`src/rtl/pts_pkg.sv`:
```
`default_nettype none
package pts_pkg;
   localparam int NumTasks   = 26;
   localparam int MaxWorkers = 8;
   localparam int TaskW      = 5;
   localparam int WorkW      = 3;
   localparam int TimeW      = 13;
   localparam logic [TimeW-1:0] TimeMax = 13'd8191;

   localparam logic [1:0] RegWorkers = 2'd0;
   localparam logic [1:0] RegBase    = 2'd1;
   localparam logic [1:0] RegTasks   = 2'd2;

   localparam logic [3:0] ResetWorkers = 4'd5;
   localparam logic [7:0] ResetBase    = 8'd61;
   localparam logic [4:0] ResetTasks   = 5'd26;

   // controller -> datapath
   typedef struct packed {
      logic init;     // clear run state
      logic scan;     // examine task at scan index
      logic advance;  // jump time to earliest finish, retire
      logic clear;    // clear matrix, started and busy flags at run end
   } cmd_type;

   // datapath -> controller
   typedef struct packed {
      logic scan_last;   // scan index at last task, no free worker, or last free worker taken
      logic any_busy;
   } stat_type;
endpackage
`default_nettype wire

```
`src/rtl/pts_ctrl.sv`:
```
`default_nettype none
module pts_ctrl (
   input  wire                  clock,
   input  wire                  reset,
   input  wire                  start,
   input  wire                  req_mode,
   input  wire pts_pkg::stat_type stat,
   output pts_pkg::cmd_type     cmd,
   output logic                 busy,
   output logic                 sum_strobe
);
   typedef enum logic [2:0] {S_IDLE, S_SCAN, S_ADV, S_SUM} state_type;
   state_type state_ff;

   // commands decoded from state (init from start, busy and req_mode)
   always_comb begin
      cmd.init    = start && !busy && req_mode;
      cmd.scan    = (state_ff == S_SCAN);
      cmd.advance = (state_ff == S_ADV);
      cmd.clear   = (state_ff == S_SUM);
      busy        = (state_ff != S_IDLE);
      sum_strobe  = (state_ff == S_SUM);
   end

   always_ff @(posedge clock) begin
      if (reset) begin
         state_ff <= S_IDLE;
      end else begin
         case (state_ff)
            S_IDLE: if (cmd.init) state_ff <= S_SCAN;
            S_SCAN: if (stat.scan_last) state_ff <= S_ADV;
            S_ADV:  state_ff <= stat.any_busy ? S_SCAN : S_SUM;
            S_SUM:  state_ff <= S_IDLE;
            default: state_ff <= S_IDLE;
         endcase
      end
   end
endmodule
`default_nettype wire

```
`src/rtl/pts_data.sv`:
```
`default_nettype none
module pts_data (
   input  wire                    clock,
   input  wire                    reset,
   input  wire pts_pkg::cmd_type  cmd,
   input  wire                    edge_we,
   input  wire [4:0]              req_before_task,
   input  wire [4:0]              req_after_task,
   input  wire [3:0]              cfg_workers,
   input  wire [7:0]              cfg_base,
   input  wire [4:0]              cfg_tasks,
   input  wire                    sum_strobe,
   output pts_pkg::stat_type      stat,
   output logic                   rsp_valid,
   output logic                   rsp_record_kind,
   output logic [4:0]             rsp_task_index,
   output logic [12:0]            rsp_start_time,
   output logic [12:0]            rsp_end_time,
   output logic                   rsp_all_done,
   output logic                   rsp_last_result
);
   localparam int N = pts_pkg::NumTasks;
   localparam int W = pts_pkg::MaxWorkers;
   localparam int TW = pts_pkg::TimeW;

   logic [N-1:0] mat_ff [N];
   logic [N-1:0] started_ff, finished_ff, active_ff;
   logic [W-1:0] wbusy_ff, wmask_ff;
   logic [pts_pkg::TaskW-1:0] wtask_ff [W];
   logic [TW-1:0] wfin_ff [W];
   logic [TW-1:0] time_ff;
   logic [pts_pkg::TaskW-1:0] idx_ff, last_idx_ff;

   // free worker search
   logic [W-1:0] free;
   logic         have_free;
   logic [pts_pkg::WorkW-1:0] free_w;
   always_comb begin
      free = ~wbusy_ff & wmask_ff;
      have_free = |free;
      free_w = '0;
      for (int i = W-1; i >= 0; i--)
         if (free[i]) free_w = pts_pkg::WorkW'(i);
   end

   // readiness of scanned task
   logic ready;
   logic [TW+1:0] fin_sum;
   logic [TW-1:0] fin;
   always_comb begin
      ready = !started_ff[idx_ff] && ((mat_ff[idx_ff] & active_ff & ~finished_ff) == '0)
              && have_free && (idx_ff <= last_idx_ff) && active_ff[idx_ff];
      fin_sum = (TW+2)'(time_ff) + (TW+2)'(cfg_base) + (TW+2)'(idx_ff);
      fin = (fin_sum > (TW+2)'(pts_pkg::TimeMax)) ? pts_pkg::TimeMax : fin_sum[TW-1:0];
   end

   // earliest finish over busy workers
   logic [TW-1:0] earliest;
   always_comb begin
      earliest = pts_pkg::TimeMax;
      for (int i = 0; i < W; i++)
         if (wbusy_ff[i] && wfin_ff[i] < earliest) earliest = wfin_ff[i];
   end

   logic [4:0] tasks_eff;
   logic [3:0] work_eff;
   always_comb begin
      tasks_eff = (cfg_tasks > 5'(N)) ? 5'(N) : cfg_tasks;
      work_eff  = (cfg_workers == 4'd0) ? 4'd1 :
                  (cfg_workers > 4'(W)) ? 4'(W) : cfg_workers;
      stat.scan_last = (idx_ff >= last_idx_ff) || !have_free || ready && ($countones(free) == 1);
      stat.any_busy  = |wbusy_ff;
   end

   always_ff @(posedge clock) begin
      if (reset) begin
         for (int i = 0; i < N; i++) mat_ff[i] <= '0;
         started_ff <= '0;
         wbusy_ff <= '0;
         time_ff <= '0;
         rsp_valid <= 1'b0;
      end else begin
         rsp_valid <= 1'b0;
         if (edge_we && req_before_task < 5'(N) && req_after_task < 5'(N))
            mat_ff[req_after_task][req_before_task] <= 1'b1;
         if (cmd.init) begin
            started_ff <= '0; finished_ff <= '0; wbusy_ff <= '0; time_ff <= '0;
            idx_ff <= '0;
            last_idx_ff <= (tasks_eff == 5'd0) ? 5'd0 : tasks_eff - 5'd1;
            for (int i = 0; i < N; i++) active_ff[i] <= (5'(i) < tasks_eff);
            for (int i = 0; i < W; i++) wmask_ff[i] <= (4'(i) < work_eff);
         end
         if (cmd.scan) begin
            idx_ff <= stat.scan_last ? '0 : idx_ff + 5'd1;
            if (ready) begin
               started_ff[idx_ff] <= 1'b1;
               wbusy_ff[free_w] <= 1'b1;
               wtask_ff[free_w] <= idx_ff;
               wfin_ff[free_w] <= fin;
               rsp_valid <= 1'b1;
               rsp_record_kind <= 1'b0;
               rsp_task_index <= idx_ff;
               rsp_start_time <= time_ff;
               rsp_end_time <= fin;
               rsp_all_done <= 1'b0;
               rsp_last_result <= 1'b0;
            end
         end
         if (cmd.advance && |wbusy_ff) begin
            time_ff <= earliest;
            for (int i = 0; i < W; i++)
               if (wbusy_ff[i] && wfin_ff[i] == earliest) begin
                  wbusy_ff[i] <= 1'b0;
                  finished_ff[wtask_ff[i]] <= 1'b1;
               end
         end
         if (sum_strobe) begin
            rsp_valid <= 1'b1;
            rsp_record_kind <= 1'b1;
            rsp_task_index <= '0;
            rsp_start_time <= '0;
            rsp_end_time <= time_ff;
            rsp_all_done <= ((started_ff & active_ff) == active_ff);
            rsp_last_result <= 1'b1;
         end
         if (cmd.clear) begin
            for (int i = 0; i < N; i++) mat_ff[i] <= '0;
            started_ff <= '0;
            wbusy_ff <= '0;
         end
      end
   end
endmodule
`default_nettype wire

```
`src/rtl/precedence_task_scheduler.sv`:
```
// Precedence task scheduler. An edge command (mode 0) records a precedence edge without raising busy. A run
// command (mode 1) holds busy while the controller walks the task list one
// task per cycle per round (a round ends early once every worker is taken, and
// visits task index 0 even with no tasks), then a jump of time to the earliest
// finish after each round, and a summary state at the end; there are at most
// task_count + 1 rounds. Each start record and the
// final summary appear for exactly one cycle on rsp_valid; the summary beat
// comes in the cycle after busy falls, so the next command may be taken while
// it is on the outputs. The receiver cannot stall and must take every beat.
// Configure only while not busy.
`default_nettype none
module precedence_task_scheduler (
   input  wire        clock,
   input  wire        reset,
   input  wire        start,
   output logic       busy,
   input  wire        req_mode,
   input  wire [4:0]  req_before_task,
   input  wire [4:0]  req_after_task,
   output logic       rsp_valid,
   output logic       rsp_record_kind,
   output logic [4:0] rsp_task_index,
   output logic [12:0] rsp_start_time,
   output logic [12:0] rsp_end_time,
   output logic       rsp_all_done,
   output logic       rsp_last_result,
   input  wire        csr_psel,
   input  wire        csr_penable,
   input  wire        csr_pwrite,
   input  wire [3:0]  csr_paddr,
   input  wire [31:0] csr_pwdata,
   output logic [31:0] csr_prdata,
   output logic       csr_pready
);
   logic [3:0] workers_ff;
   logic [7:0] base_ff;
   logic [4:0] tasks_ff;
   pts_pkg::cmd_type  cmd;
   pts_pkg::stat_type stat;
   logic sum_strobe;

   assign csr_pready = 1'b1;

   // register file
   always_ff @(posedge clock) begin
      if (reset) begin
         workers_ff <= pts_pkg::ResetWorkers;
         base_ff    <= pts_pkg::ResetBase;
         tasks_ff   <= pts_pkg::ResetTasks;
      end else if (csr_psel && csr_penable && csr_pwrite) begin
         case (csr_paddr[3:2])
            pts_pkg::RegWorkers: workers_ff <= csr_pwdata[3:0];
            pts_pkg::RegBase:    base_ff    <= csr_pwdata[7:0];
            pts_pkg::RegTasks:   tasks_ff   <= csr_pwdata[4:0];
            default: ;
         endcase
      end
   end

   always_comb begin
      case (csr_paddr[3:2])
         pts_pkg::RegWorkers: csr_prdata = {28'd0, workers_ff};
         pts_pkg::RegBase:    csr_prdata = {24'd0, base_ff};
         pts_pkg::RegTasks:   csr_prdata = {27'd0, tasks_ff};
         default:             csr_prdata = '0;
      endcase
   end

   pts_ctrl u_ctrl (
      .clock, .reset, .start, .req_mode, .stat, .cmd, .busy, .sum_strobe
   );

   pts_data u_data (
      .clock, .reset, .cmd,
      .edge_we(start && !busy && !req_mode),
      .req_before_task, .req_after_task,
      .cfg_workers(workers_ff), .cfg_base(base_ff), .cfg_tasks(tasks_ff),
      .sum_strobe, .stat,
      .rsp_valid, .rsp_record_kind, .rsp_task_index, .rsp_start_time,
      .rsp_end_time, .rsp_all_done, .rsp_last_result
   );
endmodule
`default_nettype wire

```
`config.mk`:
```
export PLATFORM = sky130hd
export DESIGN_NAME = precedence_task_scheduler
export DESIGN_NICKNAME = d
export VERILOG_FILES = /design/src/rtl/pts_pkg.sv /design/src/rtl/pts_ctrl.sv /design/src/rtl/pts_data.sv /design/src/rtl/precedence_task_scheduler.sv
export SDC_FILE = /design/constraint.sdc
export NUM_CORES = 2
export LEC_CHECK = 0
export BUFFER_PORTS_ARGS = -buffer_cell sky130_fd_sc_hd__buf_4
export CAP_MARGIN = 20
export CORE_UTILIZATION = 63
export CTS_CLUSTER_SIZE = 20
export DETAILED_ROUTE_END_ITERATION = 8
export PLACE_DENSITY = 0.8
export SYNTH_ARGS = -nofsm -noshare
export SYNTH_HDL_FRONTEND = slang
export SYNTH_SLANG_ARGS = --single-unit
```
`constraint.sdc`:
```
create_clock -name clock -period 22.8 [get_ports clock]
set_input_delay 4.56 -clock clock [delete_from_list [all_inputs] [get_ports clock]]
set_output_delay 4.56 -clock clock [all_outputs]
set_load 0.005 [all_outputs]
```
After elaboration in Yosys (flattened, before gate mapping)
Memory sizes are Yosys's and may differ from the RTL's. A register that Yosys moved wholly into a read port is not among the register bits.
Cells that the tools add are included.
- register bits after elaboration: 171
- memories: 3
- bits in writable memories: 820
- word-level logic and storage cells: 381
- output and inout bits: 69
- add/sub/neg operators: 11
- reduce and logical (&&, ||, !) cells: 67
- magnitude comparators: 71
- bitwise gates (word level): 43
- equality and inequality tests: 17
- mux-type cells: 151
- memories (name ; words ; bits a word ; read ports ; clocked after memory_dff ; write ports ; RTL line ; text):
    u_data.mat_ff ; 26 ; 26 ; 1 ; 1 ; 26 ; pts_data.sv:26 ; logic [N-1:0] mat_ff [N];
    u_data.wfin_ff ; 8 ; 13 ; 8 ; 0 ; 1 ; pts_data.sv:30 ; logic [TW-1:0] wfin_ff [W];
    u_data.wtask_ff ; 8 ; 5 ; 8 ; 0 ; 1 ; pts_data.sv:29 ; logic [pts_pkg::TaskW-1:0] wtask_ff [W];
- operators by type and width (kind ; number):
    26-bit 2-to-1 mux ; 58
    26-bit OR ; 9
    13-bit 2-to-1 mux ; 16
    13-bit equality test ; 8
    32-bit adder ; 3
    13-bit less-than comparator ; 7
    26-bit AND ; 3
    5-bit by 6-bit less-than comparator with 1-bit output, second input constant ; 10
    1-bit demux with 5-bit select ; 10
    5-bit by 1-bit >= comparator with 1-bit output, second input constant ; 10
    5-bit less-than comparator, first input constant ; 10
    1-bit logical AND ; 40
    4-bit by 5-bit less-than comparator with 1-bit output, first input constant ; 8
    5-bit 2-to-1 mux ; 8
    8-bit 2-to-1 mux ; 5
    1-bit 2-to-1 mux ; 36
    32-bit by 2-bit equality test with 1-bit output, second input constant ; 1
    3-bit 2-to-1 mux ; 10
    26-bit equality test ; 1
    26-bit zero test ; 1
    26-bit inverter ; 1
    1-bit OR ; 26
    26-bit OR reduction ; 1
    8-bit one-hot mux with 3 select lines ; 1
    47 further kinds ; 77

Longest topological paths before layout
An unclocked memory read counts as a cell.
- word-level depth: 57
- gate-level depth with buffers: 99

Cells and area by module
Synthesis repeated with hierarchy kept, for this count alone.
- cells, all modules: 5119
- area, all modules: 53671.5 um^2
- modules (own cells, without submodules) (module ; seq. area each (um^2) ; cells an instance ; area each (um^2) ; times used):
    pts_data ; 25134.1 ; 4985 ; 52457.8 ; 1
    precedence_task_scheduler ; 340.3 ; 119 ; 1088.5 ; 1
    pts_ctrl ; 40.0 ; 15 ; 125.1 ; 1

Worst setup path after synthesis
Ideal clock, no wire load.
- path kind: register to register
- start: register u_data.wbusy_ff[0]
- end: register u_data.finished_ff[25], data pin
- setup slack: 4.540 ns
- stages on the path, launching flop included: 97
- data arrival time: 18.100 ns
- buffers on the path: 13
- setup time: 0.160 ns
- period minus slack after synthesis: 18.260 ns
- path through: dfxtp_1 -> buf_6 -> clkbuf_1 -> clkinv_1 -> nor2_1 -> ha_1 -> nand4_1 -> nor2_1 -> nand4_2 -> o31ai_1 -> buf_2 -> buf_1 -> nor2_1 -> a21oi_1 -> inv_1 -> ha_1 -> and4_1 -> and2_1 -> (+61 left out) -> mux2_4 -> ha_1 -> a21o_1 -> a21o_1 -> a21oi_1 -> o2111ai_1 -> nor2_1 -> nand2_1 -> nor2_1 -> a21oi_1 -> buf_4 -> mux2_2 -> xnor2_1 -> nand4b_1 -> or3_1 -> nor3_1 -> a22oi_1 -> a41oi_1
- word-level cells in the longest chain between the ends: 55
- elaborated cells between the ends (all ways): 71
- ends and longest elaborated chain (element ; RTL line ; text):
    from (decl) ; pts_data.sv:28 ; logic [W-1:0] wbusy_ff, wmask_ff;
    from (signal assigned) ; pts_data.sv:79 ; wbusy_ff <= '0;
    from (signal assigned) ; pts_data.sv:87 ; started_ff <= '0; finished_ff <= '0; wbusy_ff <= '0; time_ff <= '0;
    from (signal, indexed assignment) ; pts_data.sv:97 ; wbusy_ff[free_w] <= 1'b1;
    1-bit logical AND ; pts_data.sv:62 ; if (wbusy_ff[i] && wfin_ff[i] < earliest) earliest = wfin_ff[i];
    13-bit 2-to-1 mux ; pts_data.sv:62 ;
    13-bit less-than comparator ; pts_data.sv:62 ;
    1-bit logical AND ; pts_data.sv:62 ;
    13-bit 2-to-1 mux ; pts_data.sv:62 ;
    13-bit less-than comparator ; pts_data.sv:62 ;
    1-bit logical AND ; pts_data.sv:62 ;
    13-bit 2-to-1 mux ; pts_data.sv:62 ;
    (+39 left out) ; - ;
    26-bit 2-to-1 mux ; pts_data.sv:76 ; if (reset) begin
    26-bit OR (no source line) ; - ;
    26-bit 2-to-1 mux ; pts_data.sv:112 ; if (wbusy_ff[i] && wfin_ff[i] == earliest) begin
    26-bit 2-to-1 mux ; pts_data.sv:109 ; if (cmd.advance && |wbusy_ff) begin
    26-bit 2-to-1 mux ; pts_data.sv:76 ;
    26-bit OR (no source line) ; - ;
    26-bit 2-to-1 mux ; pts_data.sv:112 ;
    26-bit 2-to-1 mux * ; pts_data.sv:109 ;
    to (signal assigned) ; pts_data.sv:87 ;
    to (signal, indexed assignment) ; pts_data.sv:114 ; finished_ff[wtask_ff[i]] <= 1'b1;
    to (decl) ; pts_data.sv:27 ; logic [N-1:0] started_ff, finished_ff, active_ff;
Every way passes the cells marked *; elsewhere a longest branch is shown, timed or not. The select of a mux whose other input is x is not followed.
A chain may end at the register's enable or synchronous reset.

Worst setup path after layout
- start: register u_data.wbusy_ff[0]
- end: register u_data.finished_ff[18], data pin
The elaborated chain is that of the path after synthesis.

==> flow_metrics.py <==
metrics = {
    "outcome": {
        "status": "finished, final reports clean",
    },
    "die": {
        "rows": 106,
        "start_util_pct": 63.71,
        "die_x_um": 292.9,
        "io_pins": 122,
        "fp.coreArea_um2": 83690,
        "die_area_um2": 85800,
        "dieHeight_um": 292.9,
    },
    "route": {
        "antenna_left": 0,
        "vias": 39970,
        "wl_per_cell_um": 27.15,
        "vias_per_cell": 6.839,
        "drcViolationCount": 0,
        "dr.first_iter.drc_count": 4899,
        "dr.pass1.iters": 6,
        "drt-total-wl_um": 158700,
    },
    "synth": {
        "synth_edf_count": 247,
        "yosysMostFrequentCell": "dfxtp_1",
        "netlist.area_leader.share_pct": 33.94,
        "syn_area_per_cell_um2": 11.00,
        "netlist_area_um2": 53320,
        "netlist-cell-type-count": 107,
        "synth.top_cells.by_area": "dfxtp_1, edfxtp_1, mux4_2",
        "synthTopCellsByCount": "dfxtp_1, a22o_1, clkbuf_1",
        "synth.largest_area_cell": "dfxtp_1",
        "synth-seq-cells": 1151,
        "synth_ff_type": "dfxtp_1",
        "synth_cells": 4845,
        "async_flop_share_pct": 0,
        "ys_seq_area_share_pct": 47.85,
        "yosysWarnings": 0,
    },
    "timing": {
        "fmax_mhz": 47.66,
        "hold_viol_final": 0,
        "setup_tns_ps": 0,
        "setup_viol": 0,
        "layout_worst_path_cycle_share_pct": 92.03,
        "timing.slew.headroom_pct": 21.12,
        "maxSlewViolCount": 0,
        "tightest_slew_ps": 1183,
        "fin_skew_ps": 68.89,
        "rsz0062_at_grt": "false",
        "finalCriticalPeriod_ps": 20980,
    },
    "clock_tree": {
        "cts_sinks": 1151,
        "ctsHoldBuffers": 0,
        "cts_setup_buffers": 0,
        "clockBufferDepth": 3,
        "cts_tree": "built",
        "clk_latency_ps": 720,
        "numCtsBuffers": 109,
        "cts-root-buf": "clkbuf_16",
        "htreeDepth": 3,
        "clkTransAtPathRegs_ps": 60,
    },
    "global_route": {
        "grt_usage_pct": 36.61,
        "antenna_found_initial": 1,
        "grt_max_degree": 247,
        "first_global_vias": 38650,
        "overflow": 0,
        "grt_pass1_wl_um": 238900,
    },
    "worst_setup_path": {
        "worst_r2r_path_depth": 81,
        "critPathLaunchType": "flip-flop",
        "cp_data_arrival_time_ps": 21550,
        "cp_slowest_cell": "or4b_1",
        "path_max_fanout": 24,
        "worstPathRequired_ps": 23370,
        "endpoint_kind": "flip-flop",
        "critPathMaxStageDelay_ps": 730,
        "path_class": "reg -> reg",
    },
    "place": {
        "io_buffers": 70,
        "dp_hpwl_um": 102900,
        "gp_congestion": 1.019,
        "placed_area_um2": 54230,
    },
    "hold_path": {
        "min_path_cells": 0,
        "hold_class": "reg -> reg",
    },
    "power_and_ir_drop": {
        "p_total_mw": 4.491,
        "power_leakage_nw": 21.46,
        "ir_drop_v": 0.00007953,
        "power_density_nw_per_um2": 77.23,
    },
    "cells_and_area": {
        "drive_gt1_share_pct": 16.46,
        "area_growth_pct": 9.067,
        "nFillCells": 5953,
        "fin_nets": 4772,
        "stdcell_area_um2": 58150,
    },
    "job": {
        "cap_violations": 0,
    },
}
[final timing paths]
check / start / endpoint / slack, ps
setup / recovery: u_data.wbusy_ff[0] / u_data.finished_ff[18] / 1820
hold reg to reg: u_data.mat_ff[30][24] / u_data.mat_ff[30][24] / 350
setup reg to reg: u_data.wbusy_ff[0] / u_data.finished_ff[18] / 1820
hold / removal: u_data.mat_ff[30][24] / u_data.mat_ff[30][24] / 350
[layer usage]
metal | global-route usage [%] | up-vias | wire length [µm]
li1 | - | 17570 | -
met5 | 0 | - | 0
met4 | 19.09 | 0 | 9169
met2 | 56.84 | 2221 | 72020
met1 | 48.26 | 19690 | 61070
met3 | 8.056 | 484 | 16380
[critical path, delay by kind of cell, from the launching register on]
| kind | cells | cell delay (ps) |
|---|---|---|
| buffers and inverters | 10 | 1930 |
| muxes | 4 | 1810 |
| AOI/OAI and AO/OA | 33 | 8820 |
| and+or+nand+nor | 27 | 5610 |
| DFF | 1 | 630 |
| adders and majority gates | 7 | 1960 |
[repair_timing]
item / in CTS / in global routing
endpoints found under the setup margin: 0 / 19
resized for setup: 0 / 2
hold endpoints to repair: 0 / 0
[stage by stage]
| step | worst slack, ps | hold WS, ps | cells | utilization (%) |
|---|---|---|---|---|
| 6_report | 1818 | 346.4 | 5844 | 69.49 |
| 5_1_grt | 382.2 | 354.6 | 5843 | 69.49 |
| 4_1_cts | 1752 | 350.4 | 5838 | 69.35 |
| 3_5_place_dp | 1914 | 336.2 | 5635 | 64.80 |
| 3_3_place_gp | 2354 | 333.6 | 5635 | 64.80 |
| 2_1_floorplan | 4540 | 400.0 | 4869 | - |
[power breakdown]
group	total [mW]	internal, mW	switching [mW]	leakage (nW)
Combinational	0.427	0.152	0.276	10.1
Clock	1.92	1.09	0.826	1.88
Sequential	2.15	2.11	0.0380	9.47
Total	4.49	3.35	1.14	21.5
[cells by family after synthesis]
kind of cell               share of synthesized area [%]
DFF                                                47.85
muxes                                              13.41
AOI/OAI and AO/OA                                  18.41
other                                            0.01409
and+or+nand+nor                                    9.689
adders and majority gates                          2.668
xor gates and xnor gates                           2.694
buffers and inverters                              5.256
[layout by cell type, fill, tap and decap left out, types with 15 or more instances in the layout]
cell type	instances
nand3_1	41
a21oi_1	132
conb_1	26
xor2_1	66
nor4_1	25
clkbuf_1	15
buf_4	191
a31oi_1	49
clkinv_2	29
o211ai_1	28
xnor2_1	98
or3_1	16
clkbuf_16	111
a22o_1	541
nor2_1	207
nor2_2	24
mux2i_1	71
ha_1	96
o21ai_0	228
mux2_2	28
mux4_2	267
o22ai_1	16
inv_1	137
nand3b_1	15
nor2b_1	46
nor3b_1	42
nand2_1	350
a221oi_1	16
and3b_1	15
dfxtp_1	898
a21o_1	27
a211oi_1	21
and2_1	37
edfxtp_1	247
and3_1	16
nand2b_1	37
a22oi_1	86
nor3_1	61
nand4_1	30
[cell type report]
class	instances	area, µm²	area share [%]
clock buffer	140	3020	5.194
clock inverter	63	789.5	1.358
tap	1134	1419	2.440
antenna	1	2.502	0.004303
inverter	140	529.3	0.9101
multi-input combinational	3015	25240	43.41
timing repair buffer	200	1619	2.784
sequential	1151	25530	43.90
[state kept, by name, summed over array words and instances, names as in the netlist, 8 cells and up, named ones only]
register and cells:
u_data.wfin_ff 104, u_data.started_ff 26, u_data.mat_ff 832, u_data.wmask_ff 8
u_data.finished_ff 26, u_data.time_ff 13, base_ff 8, u_data.rsp_end_time 13
u_data.wbusy_ff 8, u_data.rsp_start_time 13, u_data.active_ff 26, u_data.wtask_ff 40
Note: power is estimated with default switching activity, not from simulation.
